### config.mk
export PLATFORM = sky130hd
export DESIGN_NAME = speck128_block_decrypt_flat
export DESIGN_NICKNAME = d
export VERILOG_FILES = /design/src/sv/spkdec_pkg.sv /design/src/sv/spkdec_in_if.sv /design/src/sv/spkdec_out_if.sv /design/src/sv/spkdec_cfg_if.sv /design/src/sv/spkdec_ctrl.sv /design/src/sv/spkdec_dp.sv /design/src/sv/speck128_block_decrypt.sv /design/src/flat_wrapper.sv
export VERILOG_INCLUDE_DIRS = /design/src /design/src/sv
export SDC_FILE = /design/constraint.sdc
export NUM_CORES = 2
export LEC_CHECK = 0
export BUFFER_PORTS_ARGS = -buffer_cell sky130_fd_sc_hd__buf_4
export CAP_MARGIN = 20
export CORE_MARGIN = 2
export CORE_UTILIZATION = 36
export CTS_CLUSTER_DIAMETER = 200
export DETAILED_ROUTE_END_ITERATION = 12
export PLACE_DENSITY_LB_ADDON = 0.1
export REMOVE_ABC_BUFFERS = 1
export SLEW_MARGIN = 20
export SYNTH_ARGS = -nofsm -noshare
export SYNTH_HDL_FRONTEND = slang
export SYNTH_SLANG_ARGS = --single-unit
### constraint.sdc
create_clock -name clk_i -period 15.45 [get_ports clk_i]
set_input_delay 0.7725 -clock clk_i [delete_from_list [all_inputs] [get_ports clk_i]]
set_output_delay 0.7725 -clock clk_i [all_outputs]
set_load 0.01 [all_outputs]
### src/sv/assert_macros.svh
// Assertion macros used by the top-level RTL file.
`ifndef ASSERT_MACROS_SVH
`define ASSERT_MACROS_SVH

`ifndef SYNTH

// Property must hold at every rising edge outside reset.
`define SPKD_ASSERT(lbl, clk, rstn, prop, msg) \
  lbl: assert property (@(posedge clk) disable iff (!rstn) prop) else $error(msg);

// Condition must never be true at a rising edge outside reset.
`define SPKD_ASSERT_NEVER(lbl, clk, rstn, cond, msg) \
  lbl: assert property (@(posedge clk) disable iff (!rstn) !(cond)) else $error(msg);

`else

`define SPKD_ASSERT(lbl, clk, rstn, prop, msg)
`define SPKD_ASSERT_NEVER(lbl, clk, rstn, cond, msg)

`endif

`endif

### src/sv/spkdec_pkg.sv
// Types, constants and helper functions of the Speck 128/128 decryptor.
package spkdec_pkg;

  localparam int unsigned WordW      = 64;
  localparam int unsigned RoundCount = 32;
  localparam int unsigned CntW       = (RoundCount > 1) ? $clog2(RoundCount) : 1;
  localparam int unsigned CfgIdxW    = 8;

  // Rotation amounts of the schedule and of the inverse round
  localparam int unsigned KeyRotL   = 56;
  localparam int unsigned KeyKRotL  = 3;
  localparam int unsigned RndFRotL  = 61;
  localparam int unsigned RndSRotL  = 8;

  typedef logic [WordW-1:0] word_t;
  typedef logic [CntW-1:0]  cnt_t;

  localparam cnt_t CntLast = cnt_t'(RoundCount - 1);

  typedef enum logic [CfgIdxW-1:0] {
    CfgKeyFirst  = 8'd0,
    CfgKeySecond = 8'd1
  } cfg_idx_e;

  typedef enum logic [2:0] {
    StIdle,
    StExpand,
    StPrefetch,
    StRound,
    StFinish
  } state_e;

  typedef struct packed {
    logic load_in;    // capture the input item
    logic kx_start;   // load schedule words, counter to zero
    logic kx_step;    // store one round key, advance schedule
    logic round_step; // one inverse round
    logic load_out;   // move result into output register
  } cmd_t;

  typedef struct packed {
    logic keys_valid;
    logic cnt_last;
    logic cnt_zero;
    logic out_free;
  } status_t;

  function automatic word_t rol(word_t v, int unsigned n);
    return (v << n) | (v >> (WordW - n));
  endfunction

endpackage

### src/sv/spkdec_in_if.sv
// Ciphertext input channel.
interface spkdec_in_if;
  logic                valid;
  logic                ready;
  spkdec_pkg::word_t   cipher_first;
  spkdec_pkg::word_t   cipher_second;
  logic                last_block;

  modport source (output valid, cipher_first, cipher_second, last_block, input ready);
  modport sink   (input valid, cipher_first, cipher_second, last_block, output ready);
endinterface

### src/sv/spkdec_out_if.sv
// Plaintext output channel.
interface spkdec_out_if;
  logic                valid;
  logic                ready;
  spkdec_pkg::word_t   plain_first;
  spkdec_pkg::word_t   plain_second;
  logic                last_out;

  modport source (output valid, plain_first, plain_second, last_out, input ready);
  modport sink   (input valid, plain_first, plain_second, last_out, output ready);
endinterface

### src/sv/spkdec_cfg_if.sv
// Configuration write channel.
interface spkdec_cfg_if;
  logic                                 valid;
  logic                                 ready;
  logic [spkdec_pkg::CfgIdxW-1:0]       index;
  spkdec_pkg::word_t                    data;

  modport source (output valid, index, data, input ready);
  modport sink   (input valid, index, data, output ready);
endinterface

### src/sv/spkdec_ctrl.sv
// Sequencer of key expansion, decryption rounds and result hand-off.
module spkdec_ctrl (
  input  logic                clk_i,
  input  logic                rst_ni,
  input  logic                in_valid_i,
  output logic                in_ready_o,
  input  spkdec_pkg::status_t status_i,
  output spkdec_pkg::cmd_t    cmd_o
);
  import spkdec_pkg::*;

  state_e state_q, state_d;

  always_ff @(posedge clk_i or negedge rst_ni) begin
    if (!rst_ni) begin
      state_q <= StIdle;
    end else begin
      state_q <= state_d;
    end
  end

  always_comb begin
    state_d    = state_q;
    cmd_o      = '0;
    in_ready_o = 1'b0;
    unique case (state_q)
      StIdle: begin
        in_ready_o = 1'b1;
        if (in_valid_i) begin
          cmd_o.load_in = 1'b1;
          if (!status_i.keys_valid) begin
            cmd_o.kx_start = 1'b1;
            state_d        = StExpand;
          end else begin
            state_d = StRound;
          end
        end
      end
      StExpand: begin
        cmd_o.kx_step = 1'b1;
        if (status_i.cnt_last) begin
          state_d = StPrefetch;
        end
      end
      // last key was written this cycle before; fetch it now
      StPrefetch: begin
        state_d = StRound;
      end
      StRound: begin
        cmd_o.round_step = 1'b1;
        if (status_i.cnt_zero) begin
          state_d = StFinish;
        end
      end
      StFinish: begin
        if (status_i.out_free) begin
          cmd_o.load_out = 1'b1;
          state_d        = StIdle;
        end
      end
      default: begin
        state_d = StIdle;
      end
    endcase
  end

endmodule

### src/sv/spkdec_dp.sv
// Datapath: key registers, key schedule, round-key memory, inverse round, output register.
module spkdec_dp (
  input  logic                              clk_i,
  input  logic                              rst_ni,
  input  spkdec_pkg::cmd_t                  cmd_i,
  output spkdec_pkg::status_t               status_o,
  input  logic                              cfg_wr_i,
  input  logic [spkdec_pkg::CfgIdxW-1:0]    cfg_index_i,
  input  spkdec_pkg::word_t                 cfg_data_i,
  input  spkdec_pkg::word_t                 cipher_first_i,
  input  spkdec_pkg::word_t                 cipher_second_i,
  input  logic                              last_block_i,
  output logic                              out_valid_o,
  input  logic                              out_ready_i,
  output spkdec_pkg::word_t                 plain_first_o,
  output spkdec_pkg::word_t                 plain_second_o,
  output logic                              last_out_o
);
  import spkdec_pkg::*;

  word_t key0_q, key1_q;
  logic  keys_valid_q, keys_valid_d;
  cnt_t  cnt_q, cnt_d;
  logic  out_valid_q, out_valid_d;

  word_t k_q, l_q, k_d, l_d;
  word_t f_q, s_q, f_d, s_d;
  logic  last_q;
  word_t rk_q;
  cnt_t  rd_addr;
  word_t rk_mem [RoundCount];

  logic cfg_key0, cfg_key1;

  assign cfg_key0 = cfg_wr_i && (cfg_index_i == CfgKeyFirst);
  assign cfg_key1 = cfg_wr_i && (cfg_index_i == CfgKeySecond);

  // key schedule step
  assign l_d = word_t'(cnt_q) ^ (k_q + rol(l_q, KeyRotL));
  assign k_d = l_d ^ rol(k_q, KeyKRotL);

  // inverse round
  assign f_d = rol(f_q ^ s_q, RndFRotL);
  assign s_d = rol((rk_q ^ s_q) - f_d, RndSRotL);

  // during rounds fetch the key for the next one down
  assign rd_addr = cmd_i.round_step ? (cnt_q - cnt_t'(1)) : CntLast;

  always_comb begin
    cnt_d = cnt_q;
    priority if (cmd_i.kx_start) begin
      cnt_d = '0;
    end else if (cmd_i.load_in) begin
      cnt_d = CntLast;
    end else if (cmd_i.kx_step) begin
      cnt_d = (cnt_q == CntLast) ? CntLast : (cnt_q + cnt_t'(1));
    end else if (cmd_i.round_step) begin
      cnt_d = cnt_q - cnt_t'(1);
    end
  end

  always_comb begin
    keys_valid_d = keys_valid_q;
    priority if (cfg_key0 || cfg_key1) begin
      keys_valid_d = 1'b0;
    end else if (cmd_i.kx_step && (cnt_q == CntLast)) begin
      keys_valid_d = 1'b1;
    end
  end

  assign out_valid_d = cmd_i.load_out ? 1'b1 : (out_valid_q && !out_ready_i);

  always_ff @(posedge clk_i or negedge rst_ni) begin
    if (!rst_ni) begin
      key0_q       <= '0;
      key1_q       <= '0;
      keys_valid_q <= 1'b0;
      cnt_q        <= '0;
      out_valid_q  <= 1'b0;
    end else begin
      if (cfg_key0) key0_q <= cfg_data_i;
      if (cfg_key1) key1_q <= cfg_data_i;
      keys_valid_q <= keys_valid_d;
      cnt_q        <= cnt_d;
      out_valid_q  <= out_valid_d;
    end
  end

  always_ff @(posedge clk_i) begin
    if (cmd_i.kx_start) begin
      k_q <= key0_q;
      l_q <= key1_q;
    end else if (cmd_i.kx_step) begin
      k_q <= k_d;
      l_q <= l_d;
    end
    if (cmd_i.load_in) begin
      f_q    <= cipher_first_i;
      s_q    <= cipher_second_i;
      last_q <= last_block_i;
    end else if (cmd_i.round_step) begin
      f_q <= f_d;
      s_q <= s_d;
    end
    if (cmd_i.load_out) begin
      plain_first_o  <= f_q;
      plain_second_o <= s_q;
      last_out_o     <= last_q;
    end
  end

  // round-key memory, registered read
  always_ff @(posedge clk_i) begin
    if (cmd_i.kx_step) begin
      rk_mem[cnt_q] <= k_q;
    end
    rk_q <= rk_mem[rd_addr];
  end

  assign out_valid_o         = out_valid_q;
  assign status_o.keys_valid = keys_valid_q;
  assign status_o.cnt_last   = (cnt_q == CntLast);
  assign status_o.cnt_zero   = (cnt_q == '0);
  assign status_o.out_free   = !out_valid_q || out_ready_i;

endmodule

### src/sv/speck128_block_decrypt.sv
// Speck 128/128 block decryptor, top level.
//
// cipher_i takes one ciphertext item (two 64-bit words and a last-block mark);
// plain_o gives one plaintext item for each, in order, with the mark copied.
// cfg_i writes the key words: index 0 first word, index 1 second word; other
// indexes are ignored. cfg_i is always ready. Writing a key word drops the
// expanded schedule, and the next item first expands 32 round keys into the
// round-key memory, one key a cycle, and then refetches the last key.
// An item then runs one inverse round a cycle from round 31 down to 0, each
// round taking its key from the memory read port; the read is registered and
// fetched one round ahead. A new item is accepted in the cycle after the
// result moves to the output register.
// If the receiver stalls, the result stays in the output register and the
// next item may still be accepted and decrypted; it then waits until the
// output register frees. Reset clears both key words to zero, marks the
// schedule as not expanded and empties the output register.
module speck128_block_decrypt (
  input logic               clk_i,
  input logic               rst_ni,
  spkdec_in_if.sink         cipher_i,
  spkdec_out_if.source      plain_o,
  spkdec_cfg_if.sink        cfg_i
);
  import spkdec_pkg::*;

`include "assert_macros.svh"

  cmd_t    cmd;
  status_t status;
  logic    cfg_wr;
  logic    cfg_key_wr;

  assign cfg_i.ready = 1'b1;
  assign cfg_wr      = cfg_i.valid && cfg_i.ready;
  assign cfg_key_wr  = cfg_wr && ((cfg_i.index == CfgKeyFirst) ||
                                  (cfg_i.index == CfgKeySecond));

  spkdec_ctrl u_ctrl (
    .clk_i      (clk_i),
    .rst_ni     (rst_ni),
    .in_valid_i (cipher_i.valid),
    .in_ready_o (cipher_i.ready),
    .status_i   (status),
    .cmd_o      (cmd)
  );

  spkdec_dp u_dp (
    .clk_i           (clk_i),
    .rst_ni          (rst_ni),
    .cmd_i           (cmd),
    .status_o        (status),
    .cfg_wr_i        (cfg_wr),
    .cfg_index_i     (cfg_i.index),
    .cfg_data_i      (cfg_i.data),
    .cipher_first_i  (cipher_i.cipher_first),
    .cipher_second_i (cipher_i.cipher_second),
    .last_block_i    (cipher_i.last_block),
    .out_valid_o     (plain_o.valid),
    .out_ready_i     (plain_o.ready),
    .plain_first_o   (plain_o.plain_first),
    .plain_second_o  (plain_o.plain_second),
    .last_out_o      (plain_o.last_out)
  );

  `SPKD_ASSERT(a_expand_sets_valid, clk_i, rst_ni, (cmd.kx_step && status.cnt_last && !cfg_key_wr) |=> status.keys_valid, "schedule not marked valid after expansion")
  `SPKD_ASSERT(a_key_write_drops, clk_i, rst_ni, cfg_key_wr |=> !status.keys_valid, "key write did not drop the schedule")
  `SPKD_ASSERT_NEVER(a_no_overwrite, clk_i, rst_ni, cmd.load_out && !status.out_free, "waiting result overwritten")
  `SPKD_ASSERT_NEVER(a_accept_idle_only, clk_i, rst_ni, cipher_i.ready && (cmd.round_step || cmd.kx_step), "item accepted while busy")

endmodule

### src/flat_wrapper.sv
// flat-port wrapper written by rule: the top's interface ports become plain ports
module speck128_block_decrypt_flat import spkdec_pkg::*;
  (clk_i, rst_ni, cipher_i_valid, cipher_i_cipher_first, cipher_i_cipher_second, cipher_i_last_block, cipher_i_ready, plain_o_valid, plain_o_plain_first, plain_o_plain_second, plain_o_last_out, plain_o_ready, cfg_i_valid, cfg_i_index, cfg_i_data, cfg_i_ready);
  spkdec_in_if cipher_i_i ();
  spkdec_out_if plain_o_i ();
  spkdec_cfg_if cfg_i_i ();
  input logic clk_i;
  input logic rst_ni;
  input wire logic [$bits(cipher_i_i.valid)-1:0] cipher_i_valid;
  input wire logic [$bits(cipher_i_i.cipher_first)-1:0] cipher_i_cipher_first;
  input wire logic [$bits(cipher_i_i.cipher_second)-1:0] cipher_i_cipher_second;
  input wire logic [$bits(cipher_i_i.last_block)-1:0] cipher_i_last_block;
  output wire logic [$bits(cipher_i_i.ready)-1:0] cipher_i_ready;
  output wire logic [$bits(plain_o_i.valid)-1:0] plain_o_valid;
  output wire logic [$bits(plain_o_i.plain_first)-1:0] plain_o_plain_first;
  output wire logic [$bits(plain_o_i.plain_second)-1:0] plain_o_plain_second;
  output wire logic [$bits(plain_o_i.last_out)-1:0] plain_o_last_out;
  input wire logic [$bits(plain_o_i.ready)-1:0] plain_o_ready;
  input wire logic [$bits(cfg_i_i.valid)-1:0] cfg_i_valid;
  input wire logic [$bits(cfg_i_i.index)-1:0] cfg_i_index;
  input wire logic [$bits(cfg_i_i.data)-1:0] cfg_i_data;
  output wire logic [$bits(cfg_i_i.ready)-1:0] cfg_i_ready;
  assign cipher_i_i.valid = cipher_i_valid;
  assign cipher_i_i.cipher_first = cipher_i_cipher_first;
  assign cipher_i_i.cipher_second = cipher_i_cipher_second;
  assign cipher_i_i.last_block = cipher_i_last_block;
  assign cipher_i_ready = cipher_i_i.ready;
  assign plain_o_valid = plain_o_i.valid;
  assign plain_o_plain_first = plain_o_i.plain_first;
  assign plain_o_plain_second = plain_o_i.plain_second;
  assign plain_o_last_out = plain_o_i.last_out;
  assign plain_o_i.ready = plain_o_ready;
  assign cfg_i_i.valid = cfg_i_valid;
  assign cfg_i_i.index = cfg_i_index;
  assign cfg_i_i.data = cfg_i_data;
  assign cfg_i_ready = cfg_i_i.ready;
  speck128_block_decrypt u_core (.clk_i(clk_i), .rst_ni(rst_ni), .cipher_i(cipher_i_i), .plain_o(plain_o_i), .cfg_i(cfg_i_i));
endmodule
* After elaboration in Yosys (flattened, before gate mapping)
Memory sizes are Yosys's and may differ from the RTL's. A register that Yosys moved wholly into a read port is not among the register bits.
Cells that the tools add are included.
** Storage, ports and cells
- Latch bits :: 0
- Memories :: 1
- Bits in writable memories :: 2048
- Register bits :: 524
- Logic and storage cells :: 86
- Output and inout port bits :: 132
- Memory bits (read-only) :: 0
** Operators by class
- Shifts and indexed selects :: 0
- $lt $le $gt $ge :: 0
- Mux-type cells :: 33
- $add $sub $neg :: 4
- Reductions and logical operators :: 16
- Div/mod/pow operators :: 0
- Eq/ne operators :: 10
- Bitwise logic cells :: 8
- Multipliers :: 0
** Memories
- u_core.u_dp.rk_mem :: depth 32, bits a word 64, rd ports 1, clocked after memory_dff 1, wr ports 1, line spkdec_dp.sv:31 : word_t rk_mem [RoundCount];
** Operators with widths (number)
- $mux 64 :: 8
- $xor 64x64->64 :: 3
- $add 64x64->64 :: 1
- $or 64x3->64 :: 1
- $or 64x56->64 :: 1
- $or 64x61->64 :: 1
- $or 64x8->64 :: 1
- $sub 64x64->64 :: 1
- $xor 5x64->64 :: 1
- $mux 5 :: 6
- $pmux 3 s5 :: 1
- $mux 3 :: 4
- $mux 1 :: 11
- $eq 8x1->1 const B :: 1
- $logic_not 8->1 :: 1
- $eq 3x2->1 const B :: 2
- $mux 2 :: 3
- $ne 2x1->1 const B :: 3
- $reduce_bool 2->1 :: 3
- $add 5x1->5 const B :: 1
- $eq 5x5->1 const B :: 1
- $logic_not 5->1 :: 1
- $sub 5x1->5 const B :: 1
- $logic_and 1x1->1 :: 4
- 8 further kinds :: 10

* Depth between registers and ports, before layout
- Depth after elaboration :: 6
- Gate-level depth with buffers :: 15

* Hierarchy
A second synthesis with hierarchy kept.
** Second synthesis, totals
- Cells, all modules :: 6223
- Area total of the unflattened synthesis :: 107662.0 sq um
** Modules (own cells, without submodules)
- spkdec_dp :: cells an instance 6197, sequential area each 77749.6 sq um, area an instance 107444.3 sq um, instances 1
- spkdec_ctrl :: cells an instance 24, sequential area each 75.1 sq um, area an instance 206.4 sq um, instances 1
- speck128_block_decrypt :: cells an instance 2, sequential area each 0.0 sq um, area an instance 11.3 sq um, instances 1

* Worst setup path before layout
No wires, ideal clock.
- Path kind :: register to register
- Start point :: register u_core.u_ctrl.state_q[2]
- End point :: register u_core.u_dp.k_q[0] (enable)
- Path buffers :: 1
- Cell stages (with the launch flop) :: 4
- Slack :: 5017 ps
- Arrival :: 9641 ps
- Cells stage by stage :: dfrtp_1 -> buf_2 -> nand2b_1 -> o21ai_0
** Between the ends
- Longest elaborated chain between the ends :: 3
- Elaborated cells on any way between the ends :: 5
- Those cells by class :: 1 x eq/ne; 2 x mux; 2 x reduce/logical
** Ends and longest elaborated chain
- start, declared :: line spkdec_ctrl.sv:12 : state_e state_q, state_d;
- start signal, assigned :: line spkdec_ctrl.sv:16 : state_q <= StIdle;
- start signal, assigned :: line spkdec_ctrl.sv:18 : state_q <= state_d;
- $eq 3x1->1 / $logic_not 3->1 (equally long branches) :: line spkdec_ctrl.sv:26 : unique case (state_q)
- $mux 1 / $mux 2 (equally long branches) :: line spkdec_ctrl.sv:26
- $reduce_bool 2->1 (no line) (*)
- end signal, assigned :: line spkdec_dp.sv:91 : k_q <= key0_q;
- end signal, assigned :: line spkdec_dp.sv:94 : k_q <= k_d;
- end, declared :: line spkdec_dp.sv:26 : word_t k_q, l_q, k_d, l_d;
Mark *: on every way between the ends. The rest lies on a longest branch, timed or not.
A chain may end at the register's enable or synchronous reset.

* Worst setup path after layout
- Start point :: register u_core.u_dp.cnt_q[0]
- End point :: register u_core.u_dp.rk_q[11], read port of u_core.u_dp.rk_mem
** Between the ends
- Longest elaborated chain between the ends :: 2
** Ends and longest elaborated chain
- start, declared :: line spkdec_dp.sv:23 : cnt_t cnt_q, cnt_d;
- start signal, assigned :: line spkdec_dp.sv:84 : cnt_q <= cnt_d;
- $sub 5x1->5 :: line spkdec_dp.sv:47 : assign rd_addr = cmd_i.round_step ? (cnt_q - cnt_t'(1)) : CntLast;
- $mux 5 :: line spkdec_dp.sv:47
- end, declared :: line spkdec_dp.sv:29 : word_t rk_q;
No other way between the ends.

==> run metrics <==
met2 WL 163000 um; DR iter-0 viols 7280; Reg2Reg Depth 11; Reg2Reg Setup Slack 9060 ps; Worst setup SP type register; hold crit path type input pin to register; H-tree levels 5; RSZ-0062 raised after global routing no; Routed WL per cell 29.8 um; Final period util 0.413; CTS sink cnt 2636; Die X 555 um; Final Core Density 0.418; core area 302000 um2; leak pwr 43.1 nW; Placer Congestion 0.857; Via density 5.69; Synth Area in XOR/XNOR 0.0265; Synth Warn # 0; DRT antenna net count 0; Initial Util 0.361; Worst-path clk slew 60 ps; Setup Skew 44.2 ps; complex-gate fraction of the synthesized area 0.117; P&R area growth vs syn 15.8%; Slew @ Worst Pin 1330 ps; Int Pwr 19.8 mW; WP data required 16220 ps; root buf cell clkbuf_16; largest family of logic cells by synthesized area compound AO/OA/AOI/OAI gates; Synth Instances 7459; Post-CTS Setup Repair Bufs 0; Layout fillers 27.7k; final setup margin 9060 ps; Pwr Density 265 nW/um2; min cycle time layout 6390 ps; DIE AREA 308000 um2; top-level I/O count 338; vias 68.3k; initial antenna violation count 17; TritonCTS Buffers 299; worst skew pair latency 910 ps; Final Setup Violations 0; overall routing resource usage 0.226; worst endpoint data arrival time 7160 ps; logic gate share of total power 0.483; Die Y-Extent 555 um; HPWL after DPL 198000 um; aggregate global routing overflow 0; reg-to-reg endpoint u_core.u_dp.rk_q[11]$_DFF_P_; crit-path max FO 142; Max Slew Vio Count 0; CTS tree built; commonest non-fill, non-tap cell in the layout edfxtp_1; register area share after synthesis 0.713; Reg power frac 0.307; vias in the first global route 67.4k; setup_tns 0 ps; share of cells above drive strength 1 0.168; cell area after layout 126000 um2; Avg Inst Size Synth 14.6 um2; DRC Markers 0; largest net degree at the start of global routing 206; mapped cell area 109000 um2; CP endpoint u_core.u_dp.rk_q[11]$_DFF_P_; Net Sw Power 13.8 mW; CTS max path bufs 4; f_max 0.157 GHz; maxcap violations 0; Resized Gates After CTS 0; Sw Share 0.410; # nets final 8107; Fin. Hold Viols 0; slew margin rel. 0.112; Worst setup startpoint u_core.u_dp.cnt_q[0]$_DFFE_PN0P_; met1 WL 164000 um; status complete, no violations; adder-cell share of the synthesized area 0.0154; most frequent cells in the layout 2434 x edfxtp_1, 833 x nand2_1, 512 x buf_4, 411 x o21ai_0, 307 x clkbuf_16; CP Class register to register; maximum vdd ir drop 0.000412 V; Place WS 9060 ps; Post-synth EDFFs 2434; Crit. End Element register; mux cell area share after synthesis 0.0467; First-pass DRT Iterations 6; first-pass GRT wire length 505000 um; ys flop type edfxtp_1; WL final 357000 um; R2R Path Start u_core.u_dp.cnt_q[0]$_DFFE_PN0P_; row cnt 202; met3 wire len 21700 um; Clock power frac 0.210; Synth Area in Simple Gates 0.0619; Async SR Flop Fraction 0.0524; PortBufs 336; Placement Cell Area 117000 um2; post-synthesis register bit count 2636; Max Used Layer met5; Distinct cells, synth 77
-- timing repair --
item | CTS | global route
setup endpoints to repair | 0 | 0
endpoints found under the hold margin | 45 | 0
hold buffers | 2 | 0
-- worst min path at each step --
stage,start,endpoint,depth (start not counted),slack [ps]
floorplan,u_core.u_dp.last_q$_DFFE_PP_,u_core.u_dp.last_out_o$_DFFE_PP_,0,400
global placement,u_core.u_dp.last_q$_DFFE_PP_,u_core.u_dp.last_out_o$_DFFE_PP_,0,400
detailed placement,u_core.u_dp.last_q$_DFFE_PP_,u_core.u_dp.last_out_o$_DFFE_PP_,0,410
CTS,cfg_i_data[32],u_core.u_dp.key1_q[32]$_DFFE_PN0P_,2,60
global route,cfg_i_data[44],u_core.u_dp.key1_q[44]$_DFFE_PN0P_,2,80
finish,cfg_i_data[36],u_core.u_dp.key0_q[36]$_DFFE_PN0P_,2,120
-- power groups by stage --
stage / clock (mW) / combinational [mW] / sequential (mW)
after global placement: 0 / 16.0 / 10.5
final: 7.05 / 16.2 / 10.3
after detailed placement: 0 / 16.0 / 10.5
after CTS: 7.18 / 16.1 / 10.4
after global routing: 7.45 / 17.6 / 10.3
after floorplan: 0 / 10.4 / 10.5
-- registers in the layout, summed over array words and instances (netlist names), 5 cells and up --
register and cells:
u_core.u_dp.l_q 64, u_core.u_dp.rk_mem 2048, u_core.u_dp.key1_q 64, u_core.u_dp.k_q 64
u_core.u_dp.f_q 64, u_core.u_dp.rk_q 64, u_core.u_dp.cnt_q 5, u_core.u_dp.plain_second_o 64
u_core.u_dp.key0_q 64, u_core.u_dp.plain_first_o 64, u_core.u_dp.s_q 64
-- metal layers --
metal  up-vias  GRT usage
li1      29931          -
met1     35469      0.334
met2      2418      0.356
met3       472     0.0281
met4         2     0.0510
met5         -          0
-- kinds of logic after synthesis --
| group | Yosys count |
|---|---|
| flip-flops | 2636 |
| multiplexers | 325 |
| other | 1 |
| AND/OR/NAND/NOR | 1516 |
| XOR/XNOR | 325 |
| adder cells (fa/ha/maj) | 133 |
| AO/OA/AOI/OAI | 1959 |
| buffers and inverters | 564 |
-- per-stage QoR --
stage | hold WS (ps) | power (mW) | std cells
final | 119 | 33.5 | 11992
after global routing | 78.2 | 35.4 | 11992
after CTS | 55.0 | 33.7 | 11980
after detailed placement | 408 | 26.5 | 11432
after global placement | 404 | 26.5 | 11431
after floorplan | 400 | 20.9 | 6933
-- critical path, cell delays in order (launching register included) --
cell and delay (ps):
dfrtp_4 790, inv_8 830, ha_1 410, xor2_1 140, nor2_4 150, buf_4 530
buf_4 710, buf_4 830, buf_4 670, o21ai_0 230, mux4_2 490, mux2_2 280
-- cell usage after synthesis, types with 5 or more instances --
cell type | n | area, um2
edfxtp_1 | 2434 | 73100
nand2_1 | 838 | 3150
clkbuf_1 | 485 | 1820
o21ai_0 | 412 | 2060
a21oi_1 | 292 | 1460
a31oi_1 | 277 | 1730
and3_1 | 277 | 1730
a211oi_1 | 265 | 1990
o221ai_1 | 260 | 2280
o22ai_1 | 257 | 1610
nor2_1 | 240 | 901
xnor2_1 | 196 | 1720
mux2_2 | 194 | 2180
dfrtp_1 | 138 | 3450
ha_1 | 131 | 1640
mux4_2 | 128 | 2880
xor2_1 | 126 | 1100
a21o_1 | 88 | 661
dfxtp_1 | 64 | 1280
inv_1 | 38 | 143
nand3_1 | 37 | 185
nand4_1 | 28 | 175
o21bai_1 | 27 | 203
buf_2 | 22 | 110
nor3_1 | 21 | 105
nor2b_1 | 17 | 106
buf_1 | 16 | 60.1
nand2b_1 | 13 | 81.3
o21a_1 | 12 | 90.1
o211ai_1 | 8 | 60.1
a221oi_1 | 7 | 61.3
and2_1 | 7 | 43.8
o21ai_1 | 7 | 35.0
o31ai_1 | 6 | 45.0
or3_1 | 6 | 37.5
nand3b_1 | 5 | 37.5
nor4_1 | 5 | 31.3
-- final cells by class --
class	instances	area (um2)	area share
flip-flops and latches	2636	77800	0.616
clock inverters	134	1380	0.0109
clock buffers	412	8330	0.0659
inverters	38	150	0.00119
diodes	1	2.50	0.0000198
well taps	3978	4980	0.0394
repair buffers	534	4200	0.0332
multi-input cells	4259	29500	0.234
(Power assumes the default switching activity.)
